$ cat config.mk
export PLATFORM = sky130hd
export DESIGN_NAME = radix_string_converter
export DESIGN_NICKNAME = d
export VERILOG_FILES = /design/src/rtl/rsc_pkg.sv /design/src/rtl/rsc_ctrl.sv /design/src/rtl/rsc_dp.sv /design/src/rtl/radix_string_converter.sv
export SDC_FILE = /design/constraint.sdc
export NUM_CORES = 2
export LEC_CHECK = 0
export ABC_CLOCK_PERIOD_IN_PS = 12700
export BUFFER_PORTS_ARGS = -buffer_cell sky130_fd_sc_hd__buf_2
export CORE_ASPECT_RATIO = 2
export CORE_UTILIZATION = 56
export DETAILED_ROUTE_END_ITERATION = 8
export HOLD_SLACK_MARGIN = 0.06
export PLACE_DENSITY = 0.72
export SETUP_SLACK_MARGIN = 0.1
export SYNTH_ARGS = -nofsm -noshare
export SYNTH_HDL_FRONTEND = slang
export SYNTH_SLANG_ARGS = --single-unit
$ cat constraint.sdc
create_clock -name aclk -period 12.7 [get_ports aclk]
set_input_delay 0.635 -clock aclk [delete_from_list [all_inputs] [get_ports aclk]]
set_output_delay 0.635 -clock aclk [all_outputs]
set_load 0.01 [all_outputs]
$ cat src/rtl/rsc_pkg.sv
// Types, constants and helper functions shared by the radix string converter.
// Used by rsc_ctrl, rsc_dp and radix_string_converter. No dependencies.
`default_nettype none

package rsc_pkg;

    localparam int CHAR_W    = 8;
    localparam int BASE_W    = 6;
    localparam int FDIG_W    = 4;
    localparam int INT_W     = 31;
    localparam int FRAC_W    = 48;
    localparam int PROD_W    = 54;
    localparam int QDIG_W    = 6;
    localparam int CFG_IDX_W = 2;
    localparam int STEP_W    = 5;

    localparam logic [INT_W-1:0]  INT_MAX     = {INT_W{1'b1}};
    localparam logic [FDIG_W-1:0] MAX_FRAC_IN = 4'd8;

    localparam logic [CFG_IDX_W-1:0] CFG_IN_BASE  = 2'd0;
    localparam logic [CFG_IDX_W-1:0] CFG_OUT_BASE = 2'd1;
    localparam logic [CFG_IDX_W-1:0] CFG_MAX_FRAC = 2'd2;

    localparam logic [BASE_W-1:0] IN_BASE_RST  = 6'd10;
    localparam logic [BASE_W-1:0] OUT_BASE_RST = 6'd2;
    localparam logic [FDIG_W-1:0] MAX_FRAC_RST = 4'd7;

    localparam logic [CHAR_W-1:0] CH_POINT = 8'h2E;
    localparam logic [CHAR_W-1:0] CH_ZERO  = 8'h30;
    localparam logic [CHAR_W-1:0] CH_NINE  = 8'h39;
    localparam logic [CHAR_W-1:0] CH_A     = 8'h41;
    localparam logic [CHAR_W-1:0] CH_Z     = 8'h5A;

    localparam logic [BASE_W-1:0] BASE_MIN   = 6'd2;
    localparam logic [BASE_W-1:0] BASE_MAX   = 6'd36;
    localparam logic [BASE_W-1:0] DIGITS_DEC = 6'd10;

    localparam logic [STEP_W-1:0] INT_STEPS_M1 = 5'd30;
    localparam logic [STEP_W-1:0] FR_STEPS_M1  = 5'd5;

    typedef enum logic [3:0] {
        ST_IDLE,
        ST_ACC,
        ST_INT_INIT,
        ST_INT_DIV,
        ST_INT_STORE,
        ST_INT_RD,
        ST_INT_EMIT,
        ST_PT_EMIT,
        ST_FR_MUL,
        ST_FR_DIV,
        ST_FR_EMIT
    } state_t;

    typedef struct packed {
        logic in_ready;
        logic acc_update;
        logic int_init;
        logic int_div_step;
        logic int_store;
        logic rd_issue;
        logic emit_int;
        logic emit_point;
        logic fr_mul;
        logic fr_div_step;
        logic emit_frac;
    } dp_cmd_t;

    typedef struct packed {
        logic last_char;
        logic int_more;
        logic int_final;
        logic frac_active;
        logic frac_final;
        logic out_free;
    } dp_stat_t;

    function automatic logic [BASE_W-1:0] clamp_base(input logic [BASE_W-1:0] b);
        logic [BASE_W-1:0] r;
        r = b;
        if (b < BASE_MIN) begin
            r = BASE_MIN;
        end else if (b > BASE_MAX) begin
            r = BASE_MAX;
        end
        return r;
    endfunction

    function automatic logic [BASE_W-1:0] char_weight(input logic [CHAR_W-1:0] c,
                                                      input logic [BASE_W-1:0] base);
        logic [BASE_W-1:0] w;
        logic              ok;
        w  = '0;
        ok = 1'b0;
        if (c >= CH_ZERO && c <= CH_NINE) begin
            w  = BASE_W'(c - CH_ZERO);
            ok = 1'b1;
        end else if (c >= CH_A && c <= CH_Z) begin
            w  = BASE_W'(c - CH_A) + DIGITS_DEC;
            ok = 1'b1;
        end
        return (ok && (w < base)) ? w : '0;
    endfunction

    function automatic logic [CHAR_W-1:0] digit_char(input logic [BASE_W-1:0] d);
        logic [BASE_W-1:0] dm;
        logic [CHAR_W-1:0] r;
        dm = (d >= BASE_MAX) ? (d - BASE_MAX) : d;
        if (dm < DIGITS_DEC) begin
            r = CH_ZERO + CHAR_W'(dm);
        end else begin
            r = CH_A + CHAR_W'(dm - DIGITS_DEC);
        end
        return r;
    endfunction

endpackage

`default_nettype wire

$ cat src/rtl/rsc_ctrl.sv
// Sequencer of the radix string converter: accumulate, integer divide loop,
// digit emission, fraction multiply/divide loop. Depends on rsc_pkg.
`default_nettype none

module rsc_ctrl (
    input  wire logic             aclk,
    input  wire logic             aresetn,
    input  wire logic             s_tvalid,
    input  wire rsc_pkg::dp_stat_t stat,
    output rsc_pkg::dp_cmd_t      cmd
);

    rsc_pkg::state_t state_reg, state_next;
    logic [rsc_pkg::STEP_W-1:0] step_reg, step_next;

    always_ff @(posedge aclk) begin
        if (!aresetn) begin
            state_reg <= rsc_pkg::ST_IDLE;
            step_reg  <= '0;
        end else begin
            state_reg <= state_next;
            step_reg  <= step_next;
        end
    end

    always_comb begin
        state_next = state_reg;
        unique case (state_reg)
            rsc_pkg::ST_IDLE: begin
                if (s_tvalid) state_next = rsc_pkg::ST_ACC;
            end
            rsc_pkg::ST_ACC: begin
                state_next = stat.last_char ? rsc_pkg::ST_INT_INIT : rsc_pkg::ST_IDLE;
            end
            rsc_pkg::ST_INT_INIT: begin
                state_next = rsc_pkg::ST_INT_DIV;
            end
            rsc_pkg::ST_INT_DIV: begin
                if (step_reg == '0) state_next = rsc_pkg::ST_INT_STORE;
            end
            rsc_pkg::ST_INT_STORE: begin
                state_next = stat.int_more ? rsc_pkg::ST_INT_DIV : rsc_pkg::ST_INT_RD;
            end
            rsc_pkg::ST_INT_RD: begin
                state_next = rsc_pkg::ST_INT_EMIT;
            end
            rsc_pkg::ST_INT_EMIT: begin
                if (stat.out_free) begin
                    if (!stat.int_final) begin
                        state_next = rsc_pkg::ST_INT_RD;
                    end else if (stat.frac_active) begin
                        state_next = rsc_pkg::ST_PT_EMIT;
                    end else begin
                        state_next = rsc_pkg::ST_IDLE;
                    end
                end
            end
            rsc_pkg::ST_PT_EMIT: begin
                if (stat.out_free) state_next = rsc_pkg::ST_FR_MUL;
            end
            rsc_pkg::ST_FR_MUL: begin
                state_next = rsc_pkg::ST_FR_DIV;
            end
            rsc_pkg::ST_FR_DIV: begin
                if (step_reg == '0) state_next = rsc_pkg::ST_FR_EMIT;
            end
            rsc_pkg::ST_FR_EMIT: begin
                if (stat.out_free) begin
                    state_next = stat.frac_final ? rsc_pkg::ST_IDLE : rsc_pkg::ST_FR_MUL;
                end
            end
            default: state_next = rsc_pkg::ST_IDLE;
        endcase
    end

    always_comb begin
        step_next = step_reg;
        unique case (state_reg)
            rsc_pkg::ST_INT_INIT,
            rsc_pkg::ST_INT_STORE: step_next = rsc_pkg::INT_STEPS_M1;
            rsc_pkg::ST_FR_MUL:    step_next = rsc_pkg::FR_STEPS_M1;
            rsc_pkg::ST_INT_DIV,
            rsc_pkg::ST_FR_DIV:    step_next = step_reg - rsc_pkg::STEP_W'(1);
            default:               step_next = step_reg;
        endcase
    end

    always_comb begin
        cmd = '0;
        unique case (state_reg)
            rsc_pkg::ST_IDLE:      cmd.in_ready     = 1'b1;
            rsc_pkg::ST_ACC:       cmd.acc_update   = 1'b1;
            rsc_pkg::ST_INT_INIT:  cmd.int_init     = 1'b1;
            rsc_pkg::ST_INT_DIV:   cmd.int_div_step = 1'b1;
            rsc_pkg::ST_INT_STORE: cmd.int_store    = 1'b1;
            rsc_pkg::ST_INT_RD:    cmd.rd_issue     = 1'b1;
            rsc_pkg::ST_INT_EMIT:  cmd.emit_int     = stat.out_free;
            rsc_pkg::ST_PT_EMIT:   cmd.emit_point   = stat.out_free;
            rsc_pkg::ST_FR_MUL:    cmd.fr_mul       = 1'b1;
            rsc_pkg::ST_FR_DIV:    cmd.fr_div_step  = 1'b1;
            rsc_pkg::ST_FR_EMIT:   cmd.emit_frac    = stat.out_free;
            default:               cmd = '0;
        endcase
    end

endmodule

`default_nettype wire

$ cat src/rtl/rsc_dp.sv
// Datapath of the radix string converter: number state, bit-serial integer
// divider, digit buffer, fraction multiply/divide and output register.
// Depends on rsc_pkg.
`default_nettype none

module rsc_dp #(
    parameter int INT_BUF_DEPTH = 32
) (
    input  wire logic                         aclk,
    input  wire logic                         aresetn,
    input  wire rsc_pkg::dp_cmd_t             cmd,
    output rsc_pkg::dp_stat_t                 stat,
    input  wire logic [rsc_pkg::BASE_W-1:0]   in_base,
    input  wire logic [rsc_pkg::BASE_W-1:0]   out_base,
    input  wire logic [rsc_pkg::FDIG_W-1:0]   max_frac,
    input  wire logic                         s_tvalid,
    input  wire logic [rsc_pkg::CHAR_W-1:0]   s_tdata,
    input  wire logic                         s_tlast,
    output logic                              m_tvalid,
    input  wire logic                         m_tready,
    output logic [rsc_pkg::CHAR_W-1:0]        m_tdata,
    output logic                              m_tlast,
    output logic [0:0]                        m_tuser
);

    localparam int ADDR_W = (INT_BUF_DEPTH > 1) ? $clog2(INT_BUF_DEPTH) : 1;
    localparam int NDIG_W = $clog2(INT_BUF_DEPTH + 1);
    localparam int ACC_W  = rsc_pkg::INT_W + rsc_pkg::BASE_W + 1;
    localparam int FN_W   = rsc_pkg::FRAC_W + rsc_pkg::BASE_W + 1;
    localparam logic [NDIG_W-1:0] DEPTH_M1 = NDIG_W'(INT_BUF_DEPTH - 1);

    // input latch
    logic [rsc_pkg::CHAR_W-1:0] char_reg, char_next;
    logic                       last_reg, last_next;

    // number state
    logic [rsc_pkg::INT_W-1:0]  int_accum_reg, int_accum_next;
    logic [rsc_pkg::FRAC_W-1:0] frac_numer_reg, frac_numer_next;
    logic [rsc_pkg::FRAC_W-1:0] frac_denom_reg, frac_denom_next;
    logic [rsc_pkg::FDIG_W-1:0] frac_count_reg, frac_count_next;
    logic                       point_seen_reg, point_seen_next;
    logic                       saturated_reg, saturated_next;

    // integer conversion
    logic [rsc_pkg::INT_W-1:0]  dq_reg, dq_next;
    logic [rsc_pkg::BASE_W-1:0] rem_reg, rem_next;
    logic [NDIG_W-1:0]          nd_reg, nd_next;
    logic [rsc_pkg::BASE_W-1:0] digit_buf [INT_BUF_DEPTH];
    logic [rsc_pkg::BASE_W-1:0] rd_data_reg;

    // fraction conversion
    logic [rsc_pkg::PROD_W-1:0] prod_reg, prod_next;
    logic [rsc_pkg::PROD_W-1:0] dsh_reg, dsh_next;
    logic [rsc_pkg::QDIG_W-1:0] q_reg, q_next;
    logic [rsc_pkg::FDIG_W-1:0] fk_reg, fk_next;

    // output register
    logic                       out_valid_reg, out_valid_next;
    logic [rsc_pkg::CHAR_W-1:0] out_char_reg, out_char_next;
    logic                       out_last_reg, out_last_next;
    logic                       out_ovf_reg, out_ovf_next;

    logic                       in_take;
    logic [rsc_pkg::BASE_W-1:0] weight;
    logic [ACC_W-1:0]           acc_full;
    logic [FN_W-1:0]            fn_full;
    logic [FN_W-1:0]            fd_full;
    logic [rsc_pkg::BASE_W:0]   div_t;
    logic                       div_ge;
    logic [NDIG_W-1:0]          nd_m1;
    logic                       emit;
    logic                       emit_last;
    logic                       frac_active;
    logic                       frac_final;
    logic [rsc_pkg::FDIG_W:0]   fk_inc;

    assign in_take = cmd.in_ready && s_tvalid;
    assign weight  = rsc_pkg::char_weight(char_reg, in_base);
    assign acc_full = ACC_W'(int_accum_reg) * ACC_W'(in_base) + ACC_W'(weight);
    assign fn_full  = FN_W'(frac_numer_reg) * FN_W'(in_base) + FN_W'(weight);
    assign fd_full  = FN_W'(frac_denom_reg) * FN_W'(in_base);

    assign div_t  = {rem_reg, dq_reg[rsc_pkg::INT_W-1]};
    assign div_ge = div_t >= {1'b0, out_base};
    assign nd_m1  = nd_reg - NDIG_W'(1);

    assign frac_active = (frac_count_reg != '0) && (frac_numer_reg != '0);
    assign fk_inc      = {1'b0, fk_reg} + (rsc_pkg::FDIG_W + 1)'(1);
    assign frac_final  = (fk_inc == {1'b0, max_frac}) ||
                         (prod_reg[rsc_pkg::FRAC_W-1:0] == '0);

    assign emit = cmd.emit_int || cmd.emit_point || cmd.emit_frac;
    assign emit_last = (cmd.emit_int && (nd_reg == NDIG_W'(1)) && !frac_active) ||
                       (cmd.emit_frac && frac_final);

    assign stat.last_char   = last_reg;
    assign stat.int_more    = (dq_reg != '0) && (nd_reg != DEPTH_M1);
    assign stat.int_final   = (nd_reg == NDIG_W'(1));
    assign stat.frac_active = frac_active;
    assign stat.frac_final  = frac_final;
    assign stat.out_free    = !out_valid_reg || m_tready;

    always_comb begin
        char_next = in_take ? s_tdata : char_reg;
        last_next = in_take ? s_tlast : last_reg;
    end

    always_comb begin
        int_accum_next  = int_accum_reg;
        frac_numer_next = frac_numer_reg;
        frac_denom_next = frac_denom_reg;
        frac_count_next = frac_count_reg;
        point_seen_next = point_seen_reg;
        saturated_next  = saturated_reg;
        if (emit && emit_last) begin
            int_accum_next  = '0;
            frac_numer_next = '0;
            frac_denom_next = rsc_pkg::FRAC_W'(1);
            frac_count_next = '0;
            point_seen_next = 1'b0;
            saturated_next  = 1'b0;
        end else if (cmd.acc_update) begin
            if (char_reg == rsc_pkg::CH_POINT && !point_seen_reg) begin
                point_seen_next = 1'b1;
            end else if (!point_seen_reg) begin
                if (saturated_reg || acc_full > ACC_W'(rsc_pkg::INT_MAX)) begin
                    saturated_next = 1'b1;
                    int_accum_next = rsc_pkg::INT_MAX;
                end else begin
                    int_accum_next = acc_full[rsc_pkg::INT_W-1:0];
                end
            end else if (frac_count_reg < rsc_pkg::MAX_FRAC_IN) begin
                frac_numer_next = fn_full[rsc_pkg::FRAC_W-1:0];
                frac_denom_next = fd_full[rsc_pkg::FRAC_W-1:0];
                frac_count_next = frac_count_reg + rsc_pkg::FDIG_W'(1);
            end
        end
    end

    always_comb begin
        dq_next  = dq_reg;
        rem_next = rem_reg;
        nd_next  = nd_reg;
        if (cmd.int_init) begin
            dq_next  = int_accum_reg;
            rem_next = '0;
            nd_next  = '0;
        end else if (cmd.int_div_step) begin
            dq_next  = {dq_reg[rsc_pkg::INT_W-2:0], div_ge};
            rem_next = div_ge ? rsc_pkg::BASE_W'(div_t - {1'b0, out_base})
                              : rsc_pkg::BASE_W'(div_t);
        end else if (cmd.int_store) begin
            rem_next = '0;
            nd_next  = nd_reg + NDIG_W'(1);
        end else if (cmd.emit_int) begin
            nd_next  = nd_m1;
        end
    end

    always_comb begin
        prod_next = prod_reg;
        dsh_next  = dsh_reg;
        q_next    = q_reg;
        fk_next   = fk_reg;
        if (cmd.emit_point) begin
            prod_next = rsc_pkg::PROD_W'(frac_numer_reg);
            fk_next   = '0;
        end else if (cmd.fr_mul) begin
            prod_next = rsc_pkg::PROD_W'(prod_reg[rsc_pkg::FRAC_W-1:0]) *
                        rsc_pkg::PROD_W'(out_base);
            dsh_next  = rsc_pkg::PROD_W'(frac_denom_reg) << (rsc_pkg::QDIG_W - 1);
            q_next    = '0;
        end else if (cmd.fr_div_step) begin
            if (prod_reg >= dsh_reg) begin
                prod_next = prod_reg - dsh_reg;
            end
            q_next   = {q_reg[rsc_pkg::QDIG_W-2:0], prod_reg >= dsh_reg};
            dsh_next = dsh_reg >> 1;
        end else if (cmd.emit_frac) begin
            fk_next = fk_inc[rsc_pkg::FDIG_W-1:0];
        end
    end

    always_comb begin
        out_valid_next = out_valid_reg && !m_tready;
        out_char_next  = out_char_reg;
        out_last_next  = out_last_reg;
        out_ovf_next   = out_ovf_reg;
        if (emit) begin
            out_valid_next = 1'b1;
            out_last_next  = emit_last;
            out_ovf_next   = saturated_reg;
            if (cmd.emit_point) begin
                out_char_next = rsc_pkg::CH_POINT;
            end else if (cmd.emit_int) begin
                out_char_next = rsc_pkg::digit_char(rd_data_reg);
            end else begin
                out_char_next = rsc_pkg::digit_char(q_reg);
            end
        end
    end

    always_ff @(posedge aclk) begin
        if (!aresetn) begin
            int_accum_reg  <= '0;
            frac_numer_reg <= '0;
            frac_denom_reg <= rsc_pkg::FRAC_W'(1);
            frac_count_reg <= '0;
            point_seen_reg <= 1'b0;
            saturated_reg  <= 1'b0;
            nd_reg         <= '0;
            fk_reg         <= '0;
            out_valid_reg  <= 1'b0;
        end else begin
            int_accum_reg  <= int_accum_next;
            frac_numer_reg <= frac_numer_next;
            frac_denom_reg <= frac_denom_next;
            frac_count_reg <= frac_count_next;
            point_seen_reg <= point_seen_next;
            saturated_reg  <= saturated_next;
            nd_reg         <= nd_next;
            fk_reg         <= fk_next;
            out_valid_reg  <= out_valid_next;
        end
    end

    always_ff @(posedge aclk) begin
        char_reg     <= char_next;
        last_reg     <= last_next;
        dq_reg       <= dq_next;
        rem_reg      <= rem_next;
        prod_reg     <= prod_next;
        dsh_reg      <= dsh_next;
        q_reg        <= q_next;
        out_char_reg <= out_char_next;
        out_last_reg <= out_last_next;
        out_ovf_reg  <= out_ovf_next;
    end

    always_ff @(posedge aclk) begin
        if (cmd.int_store) begin
            digit_buf[nd_reg[ADDR_W-1:0]] <= rem_reg;
        end
        if (cmd.rd_issue) begin
            rd_data_reg <= digit_buf[nd_m1[ADDR_W-1:0]];
        end
    end

    assign m_tvalid   = out_valid_reg;
    assign m_tdata    = out_char_reg;
    assign m_tlast    = out_last_reg;
    assign m_tuser[0] = out_ovf_reg;

endmodule

`default_nettype wire

$ cat src/rtl/radix_string_converter.sv
// Top level of the radix string converter: configuration registers,
// sequencer and datapath. Depends on rsc_pkg, rsc_ctrl and rsc_dp.
//
//  Channel  Ports                    Fields (low bit up)
//  in       s_tvalid/s_tready        s_tdata: char_in[7:0]; s_tlast: last_in
//  out      m_tvalid/m_tready        m_tdata: char_out[7:0]; m_tlast: last_out;
//                                    m_tuser: overflow
//  config   cfg_we/cfg_addr/cfg_wdata  0 in_base, 1 out_base, 2 max_frac_digits
//
// A character without tlast is transferred, then multiply-added. On the last one:
// multiply-add and divider setup, then per integer digit a 31-step bit-serial
// divide plus buffer write; each integer digit is read from the buffer and emitted,
// then the point, then per fraction digit a multiply, a 6-step divide and an emit.
// Output stalls hold the sequencer at its emit state; one result waits in the
// output register. Reset clears all control and number state.
`default_nettype none

module radix_string_converter #(
    parameter int INT_BUF_DEPTH = 32
) (
    input  wire logic                            aclk,
    input  wire logic                            aresetn,
    input  wire logic                            cfg_we,
    input  wire logic [rsc_pkg::CFG_IDX_W-1:0]   cfg_addr,
    input  wire logic [rsc_pkg::BASE_W-1:0]      cfg_wdata,
    input  wire logic                            s_tvalid,
    output logic                                 s_tready,
    input  wire logic [rsc_pkg::CHAR_W-1:0]      s_tdata,   // char_in[7:0]
    input  wire logic                            s_tlast,
    output logic                                 m_tvalid,
    input  wire logic                            m_tready,
    output logic [rsc_pkg::CHAR_W-1:0]           m_tdata,   // char_out[7:0]
    output logic                                 m_tlast,
    output logic [0:0]                           m_tuser    // overflow
);

    logic [rsc_pkg::BASE_W-1:0] in_base_reg, in_base_next;
    logic [rsc_pkg::BASE_W-1:0] out_base_reg, out_base_next;
    logic [rsc_pkg::FDIG_W-1:0] max_frac_reg, max_frac_next;
    logic [rsc_pkg::FDIG_W-1:0] max_frac_eff;

    rsc_pkg::dp_cmd_t  cmd;
    rsc_pkg::dp_stat_t stat;

    always_comb begin
        in_base_next  = in_base_reg;
        out_base_next = out_base_reg;
        max_frac_next = max_frac_reg;
        if (cfg_we) begin
            unique case (cfg_addr)
                rsc_pkg::CFG_IN_BASE:  in_base_next  = cfg_wdata;
                rsc_pkg::CFG_OUT_BASE: out_base_next = cfg_wdata;
                rsc_pkg::CFG_MAX_FRAC: max_frac_next = cfg_wdata[rsc_pkg::FDIG_W-1:0];
                default: ;
            endcase
        end
    end

    always_ff @(posedge aclk) begin
        if (!aresetn) begin
            in_base_reg  <= rsc_pkg::IN_BASE_RST;
            out_base_reg <= rsc_pkg::OUT_BASE_RST;
            max_frac_reg <= rsc_pkg::MAX_FRAC_RST;
        end else begin
            in_base_reg  <= in_base_next;
            out_base_reg <= out_base_next;
            max_frac_reg <= max_frac_next;
        end
    end

    assign max_frac_eff = (max_frac_reg == '0) ? rsc_pkg::FDIG_W'(1) : max_frac_reg;
    assign s_tready     = cmd.in_ready;

    rsc_ctrl u_ctrl (
        .aclk     (aclk),
        .aresetn  (aresetn),
        .s_tvalid (s_tvalid),
        .stat     (stat),
        .cmd      (cmd)
    );

    rsc_dp #(
        .INT_BUF_DEPTH (INT_BUF_DEPTH)
    ) u_dp (
        .aclk     (aclk),
        .aresetn  (aresetn),
        .cmd      (cmd),
        .stat     (stat),
        .in_base  (rsc_pkg::clamp_base(in_base_reg)),
        .out_base (rsc_pkg::clamp_base(out_base_reg)),
        .max_frac (max_frac_eff),
        .s_tvalid (s_tvalid),
        .s_tdata  (s_tdata),
        .s_tlast  (s_tlast),
        .m_tvalid (m_tvalid),
        .m_tready (m_tready),
        .m_tdata  (m_tdata),
        .m_tlast  (m_tlast),
        .m_tuser  (m_tuser)
    );

endmodule

`default_nettype wire
After elaboration in Yosys (flattened, before gate mapping)
Memory sizes are Yosys's and may differ from the RTL's. A register that Yosys moved wholly into a read port is not among the register bits.
Cells that the tools add are included.
{"block": "word_totals", "word_cells": 210, "mem_bits_rw": 192, "out_inout_bits": 12, "mem_count": 1, "in_bits": 22, "regBits": 338}
{"memory": "u_dp.digit_buf", "words": 32, "word_bits": 6, "read_ports": 1, "rd_clocked_by_memory_dff": 1, "write_ports": 1, "line_no": "rsc_dp.sv:48", "text": "logic [rsc_pkg::BASE_W-1:0] digit_buf [INT_BUF_DEPTH];"}
{"block": "op_classes", "n_mux": 57, "order_cmp": 17, "n_reduce_logical": 56, "add_sub_neg": 20, "eq_ne": 22, "n_bitwise": 7, "multipliers": 4}
{"cell": "54-bit two-way mux", "n": 3}
{"cell": "53-bit two-way mux", "n": 2}
{"cell": "48-bit by 6-bit multiplier with 48-bit output", "n": 2}
{"cell": "31-bit two-way mux", "n": 3}
{"cell": "6-bit two-way mux", "n": 15}
{"cell": "54-bit by 53-bit greater-or-equal comparator with 1-bit output", "n": 1}
{"cell": "48-bit by 6-bit multiplier with 54-bit output", "n": 1}
{"cell": "54-bit by 53-bit subtractor with 54-bit output", "n": 1}
{"cell": "48-bit by 6-bit adder with 48-bit output", "n": 1}
{"cell": "48-bit zero test", "n": 1}
{"cell": "48-bit two-way mux", "n": 1}
{"cell": "48-bit nonzero test", "n": 1}
{"cell": "4-bit one-hot mux with 11 select lines", "n": 1}
{"cell": "37-bit by 6-bit adder with 38-bit output", "n": 1}
{"cell": "38-bit by 31-bit greater-than comparator with 1-bit output (second input constant)", "n": 1}
{"cell": "31-bit by 6-bit multiplier with 37-bit output", "n": 1}
{"cell": "4-bit two-way mux", "n": 9}
{"cell": "31-bit nonzero test", "n": 1}
{"cell": "8-bit two-way mux", "n": 3}
{"cell": "6-bit subtractor (second input constant)", "n": 3}
{"cell": "7-bit by 8-bit adder with 8-bit output (first input constant)", "n": 2}
{"cell": "4-bit by 3-bit == test with 1-bit output (second input constant)", "n": 4}
{"cell": "1-bit two-way mux", "n": 16}
{"cell": "2-bit AND reduction", "n": 8}
{"cell": "other kinds (48)", "n": 101}

Logic depth before layout (Yosys ltp)
{"block": "logic_depth", "depth_word": 11, "depth_mapped": 29, "mapped_depth_nobuf": 28}

Cells and area by module
From an unflattened synthesis, not the netlist that was laid out.
{"block": "hier_totals", "cells_unflattened": 6462, "hier_area_um2": 57864.2}
{"mod": "rsc_dp", "area_per_inst_um2": 56284.0, "instances": 1, "cells_each": 6269, "seq_area_each_um2": 13783.2}
{"mod": "radix_string_converter", "area_per_inst_um2": 810.8, "instances": 1, "cells_each": 92, "seq_area_each_um2": 320.3}
{"mod": "rsc_ctrl", "area_per_inst_um2": 769.5, "instances": 1, "cells_each": 101, "seq_area_each_um2": 180.2}

Worst setup path after synthesis
OpenSTA, ideal clock, no wires.
{"block": "synth_path", "path_type": "reg2reg", "from": "register in_base_reg[3] in the netlist's numbering", "to": "register u_dp.int_accum_reg[20] in the netlist's numbering", "slack_ns": 6.499, "setup_ns": 0.136, "path_buffers": 4, "stages_incl_launch_ff": 26, "arrival_time_ns": 6.065, "period_less_slack_ns": 6.201, "required_ns": 12.564, "cell_sequence": "dfxtp_1 > or2_2 > nor3_1 > a21o_1 > clkbuf_1 > clkbuf_1 > clkbuf_1 > nand2_1 > fa_1 > fa_1 > inv_1 > fa_1 > ha_1 > ha_1 > a211oi_1 > nor2_1 > o31ai_1 > a311oi_1 > nor2_1 > nor3b_1 > o21a_1 > nor3_1 > o32ai_2 > nor4b_4 > buf_6 > a31oi_1"}
{"block": "synth_via", "elab_chain_cells": 10, "word_cells_on_any_way": 12, "classes_between": "add/sub: 1; mul: 1; order compare: 4; mux: 4; reduce/logical: 2"}
{"element": "start, declared", "line_no": "radix_string_converter.sv:37", "text": "logic [rsc_pkg::BASE_W-1:0] in_base_reg, in_base_next;"}
{"element": "start signal, assigned", "line_no": "radix_string_converter.sv:61", "text": "in_base_reg <= rsc_pkg::IN_BASE_RST;"}
{"element": "start signal, assigned", "line_no": "radix_string_converter.sv:65", "text": "in_base_reg <= in_base_next;"}
{"element": "6-bit greater-than comparator", "line_no": "rsc_pkg.sv:83", "text": "end else if (b > BASE_MAX) begin"}
{"element": "6-bit two-way mux", "line_no": "rsc_pkg.sv:83"}
{"element": "6-bit two-way mux (*)", "line_no": "rsc_pkg.sv:81", "text": "if (b < BASE_MIN) begin"}
{"element": "branches (longest 3 deep; another with 31-bit by 6-bit multiplier with 37-bit output)"}
{"element": "37-bit by 6-bit adder with 38-bit output (*)", "line_no": "rsc_dp.sv:79", "text": "assign acc_full = ACC_W'(int_accum_reg) * ACC_W'(in_base) + ACC_W'(weight);"}
{"element": "38-bit by 31-bit greater-than comparator with 1-bit output", "line_no": "rsc_dp.sv:126", "text": "if (saturated_reg || acc_full > ACC_W'(rsc_pkg::INT_MAX)) begin"}
{"element": "1-bit logical OR", "line_no": "rsc_dp.sv:126"}
{"element": "31-bit two-way mux (*)", "line_no": "rsc_dp.sv:126"}
{"element": "end signal, assigned", "line_no": "rsc_dp.sv:215", "text": "int_accum_reg <= int_accum_next;"}
{"element": "end, declared", "line_no": "rsc_dp.sv:37", "text": "logic [rsc_pkg::INT_W-1:0] int_accum_reg, int_accum_next;"}
Every way passes the cells marked *.
A chain may end at the register's enable or synchronous reset.

Final worst setup path
{"block": "layout_path", "from": "register in_base_reg[5] in the netlist's numbering", "to": "register u_dp.frac_numer_reg[44] in the netlist's numbering"}
{"block": "layout_via", "elab_chain_cells": 7, "word_cells_on_any_way": 9, "classes_between": "add/sub: 1; mul: 1; order compare: 3; mux: 3; reduce/logical: 1"}
{"element": "6-bit greater-than comparator", "line_no": "rsc_pkg.sv:83"}
{"element": "6-bit two-way mux", "line_no": "rsc_pkg.sv:83"}
{"element": "6-bit two-way mux (*)", "line_no": "rsc_pkg.sv:81"}
{"element": "branches (longest 3 deep; another with 48-bit by 6-bit multiplier with 48-bit output)"}
{"element": "48-bit by 6-bit adder with 48-bit output (*)", "line_no": "rsc_dp.sv:80", "text": "assign fn_full = FN_W'(frac_numer_reg) * FN_W'(in_base) + FN_W'(weight);"}
{"element": "end signal, assigned", "line_no": "rsc_dp.sv:216", "text": "frac_numer_reg <= frac_numer_next;"}
{"element": "end, declared", "line_no": "rsc_dp.sv:38", "text": "logic [rsc_pkg::FRAC_W-1:0] frac_numer_reg, frac_numer_next;"}
Marks and branches as above.

==> flow_results.org <==
** Finish
- Core utilization of the finished layout :: 0.589
- Number of flip-flops under the largest register name :: 192
- The area growth from synthesis to layout is 4.53%.
- In the final layout, the share of cells above drive strength 1 is 0.0491.
- In the final design database the tool counted 7304 nets.
- Number of filler instances in the final layout :: 8983

** Floorplan
- The die is 229 µm wide.
- Placement Rows :: 166
- Height of the chip :: 456 µm
- Die outline area :: 104000 µm²
- For this configuration, the core starts out at a cell density of 0.564.
- Num ports :: 34
- Core area :: 102000 µm²

** Timing
- Setup repair after global routing left no endpoint under its margin.
- Post-route setup TNS :: 0 ns
- Endpoints failing hold :: 0
- At the pin with the least slew margin, the transition time is 1.49 ns.
- The smallest clock period supported by the final layout is computed as 7.91 ns.
- Setup violations remaining at the end of the flow were counted as 0.
- Tightest slew margin relative to the limit :: -0.00474
- Setup Skew :: 0.0501 ns
- The max-slew violation count was 1.
- Timing would allow up to 126 MHz.
- Post-route fraction of the period consumed by the critical path :: 0.623

** Pwr
- IR analysis of the VDD net gives a maximum drop of 273 µV.
- Of the total power, registers draw 0.390.
- Total leakage power :: 26.1 nW
- In this run the power spent charging and discharging nets is 2.03 mW.
- Part of the power in combinational logic :: 0.296
- Internal power component :: 3.60 mW
- Of the total power, the share spent switching nets is 0.361.
- Part of the power in the clock network :: 0.315
- Power per unit of standard cell area :: 93.6 nW/µm²

** Critical path
- On the critical path the largest part of the delay comes from adder cells.
- WP data arrival :: 8.43 ns
- Critical path endpoint category :: flip-flop
- Required time reported for the critical path endpoint :: 13.22 ns
- Of all nets on the critical path, the largest fanout is 69.
- CP Buf/Inv Count :: 3
- Dominant cell type by count on the critical path :: fa_1
- Type of the worst setup path :: reg2reg
- On the critical path, the stage with the largest delay is an instance of buf_4.
- Crit path largest cell delay :: 0.80 ns
- Type of origin of the critical path :: flip-flop
- CP cell instances :: nor3_1 -> a21oi_4 -> buf_4 -> buf_4 -> nand2_1 -> fa_1 -> fa_1 -> inv_1 -> fa_1 -> ha_1 -> ha_1 -> and3_1 -> nand4_1 -> o41ai_2 -> nor2_1 -> o32ai_1 -> o211ai_1 -> o21bai_1 -> nor2_1 -> a311o_1

** Synth
- Yosys printed 0 warnings.
- Of the synthesized area, sequential elements account for 0.248.
- The synthesized design contains 355 enable-type register cells.
- Counting flops with an async set or reset pin after synthesis yields a share of 0.
- Dominant register cell in the synthesized netlist :: edfxtp_1
- In this run the cell area of the synthesized design comes to 57600 µm².
- Synthesized netlist cell count :: 6490
- Synthesis inferred 536 register bits.
- Average cell area after synthesis :: 8.88 µm²
- In this run, distinct cell masters in the synthesized netlist total 89.
- Post-Syn Nets :: 7559

** Global routing
- The number of global-route vias before repair was 49100.
- Across every metal layer, demand over resource in global routing totals 0.322.
- Total congestion overflow :: 0
- The first global-routing pass estimated 263000 µm of wire.
- Entering global routing, the biggest net connects 153 pins.
- Antenna violations before repair :: 2

** Clock network
- TritonCTS built the clock tree.
- Htree depth :: 2
- Clock slew seen by the registers of the worst setup and hold paths :: 0.06 ns
- Counting along the longest clock path gives a buffer depth of 3.
- CTS saw 536 sinks.
- Clock tree synthesis inserted a total of 51 buffers.
- Post-CTS timing repair inserted 0 buffers for setup.
- In this run, post-CTS hold repair placed 0 buffers.
- Clock Latency Late Sink :: 0.67 ns
- Post-CTS repair changed the size of 0 cells.
- In this run the clock root is driven by a clkbuf_16.

** Placed design
- Placer's final routability congestion estimate :: 1.02
- Number of port buffers :: 33
- Final HPWL from detailed placement :: 125000 µm

** Worst hold path
- Hold/Removal Path Class :: in2reg

** Detailed routing
- Wirelength per Cell :: 21.7 µm
- The first detailed-routing pass took 8 iterations.
- The first routing iteration left 3213 violations.
- The detail route stage leaves a number of antenna-violating nets equal to 0.
- Total number of vias :: 46333
- Final wirelength :: 165000 µm
- In the routed design, unresolved DRC markers number 0.
- Via density per instance :: 6.08

** Job
- Reported max-cap violation count :: 1

** Outcome
- Outcome :: finished with violations
- The checks that failed: max-capacitance violations, max-slew violations.
-- layout by cell type, fill, tap and decap left out, types with 10 or more instances in the layout --
master	instances
a211o_1	10
a211oi_1	31
a21o_1	144
a21oi_1	407
a31oi_1	59
and2_1	118
and3_1	38
buf_2	33
buf_4	47
bufinv_16	10
clkbuf_16	52
dfxtp_1	178
edfxtp_1	355
fa_1	656
ha_1	390
inv_1	710
mux2i_1	18
mux4_2	60
nand2_1	1391
nand2b_1	27
nand3_1	89
nand3b_1	15
nand4_1	57
nor2_1	339
nor2b_1	33
nor3_1	59
nor4_1	44
o211ai_1	24
o21a_1	32
o21ai_0	273
o21ai_1	12
o21bai_1	34
o22ai_1	10
o31ai_1	26
or2_2	12
or3_1	26
xnor2_1	142
xor2_1	96
-- per-layer routing --
layer / global-route usage / vias up / share of wire
li1: - / 20996 / -
met1: 0.332 / 23192 / 0.33
met2: 0.609 / 1591 / 0.54
met3: 0.0310 / 552 / 0.049
met4: 0.219 / 2 / 0.078
met5: 0 / - / 0.000061
-- kinds of logic after synthesis --
| family | Yosys count | share of synthesized area |
|---|---|---|
| AOI/OAI and AO/OA | 1177 | 0.126 |
| xor gates and xnor gates | 239 | 0.0363 |
| adders and majority gates | 1049 | 0.313 |
| buffers and inverters | 1099 | 0.0749 |
| DFF | 536 | 0.248 |
| muxes | 87 | 0.0283 |
| and+or+nand+nor | 2303 | 0.174 |
-- worst paths after layout --
check	slack, ns	startpoint	cells past startpoint	to
max	4.79	in_base_reg[5]	20	u_dp.frac_numer_reg[44]
max reg2reg	4.79	in_base_reg[5]	20	u_dp.frac_numer_reg[44]
min	0.16	s_tdata[1]	1	u_dp.char_reg[1]
min reg2reg	0.49	u_dp.fk_reg[1]	2	u_dp.fk_reg[1]
-- cells in the mapped netlist, types with 62 or more instances --
cell type,n,share of area
a21o_1,146,0.019
a21oi_1,409,0.036
and2_1,118,0.013
clkbuf_1,275,0.018
dfxtp_1,181,0.063
edfxtp_1,355,0.19
fa_1,656,0.23
ha_1,391,0.085
inv_1,710,0.046
nand2_1,1393,0.091
nand3_1,89,0.0077
nor2_1,343,0.022
nor3_1,62,0.0054
o21ai_0,274,0.024
xnor2_1,143,0.022
xor2_1,96,0.015
-- stage by stage --
stage	hold WS (ns)	total power [mW]	setup WS (ns)	std cells	instance area, µm²
6_report	0.156	5.63	4.79	7625	60200
3_3_place_gp	0.461	3.82	5.02	7526	58300
3_5_place_dp	0.482	3.86	4.96	7526	58300
5_1_grt	0.142	5.89	4.36	7622	60200
2_1_floorplan	0.426	3.37	6.50	6490	57600
4_1_cts	0.138	5.63	4.91	7622	60200
-- power by group through the flow --
stage | Sequential, mW | Combinational [mW] | Clock (mW)
2_1_floorplan | 2.17 | 1.20 | 0
4_1_cts | 2.19 | 1.65 | 1.78
3_3_place_gp | 2.22 | 1.60 | 0
5_1_grt | 2.20 | 1.85 | 1.84
6_report | 2.20 | 1.67 | 1.77
3_5_place_dp | 2.23 | 1.64 | 0
-- final cells by class --
class                      instances  area (µm²)  area share
timing repair buffer              81         538     0.00893
multi-input combinational       4855       39100       0.650
sequential                       536       14300       0.237
tap                             1344        1680      0.0279
antenna                            3        7.51    0.000125
clock inverter                    40         549     0.00912
clock buffer                      56        1340      0.0222
inverter                         710        2670      0.0443
Power figures use the tool's default switching activity.
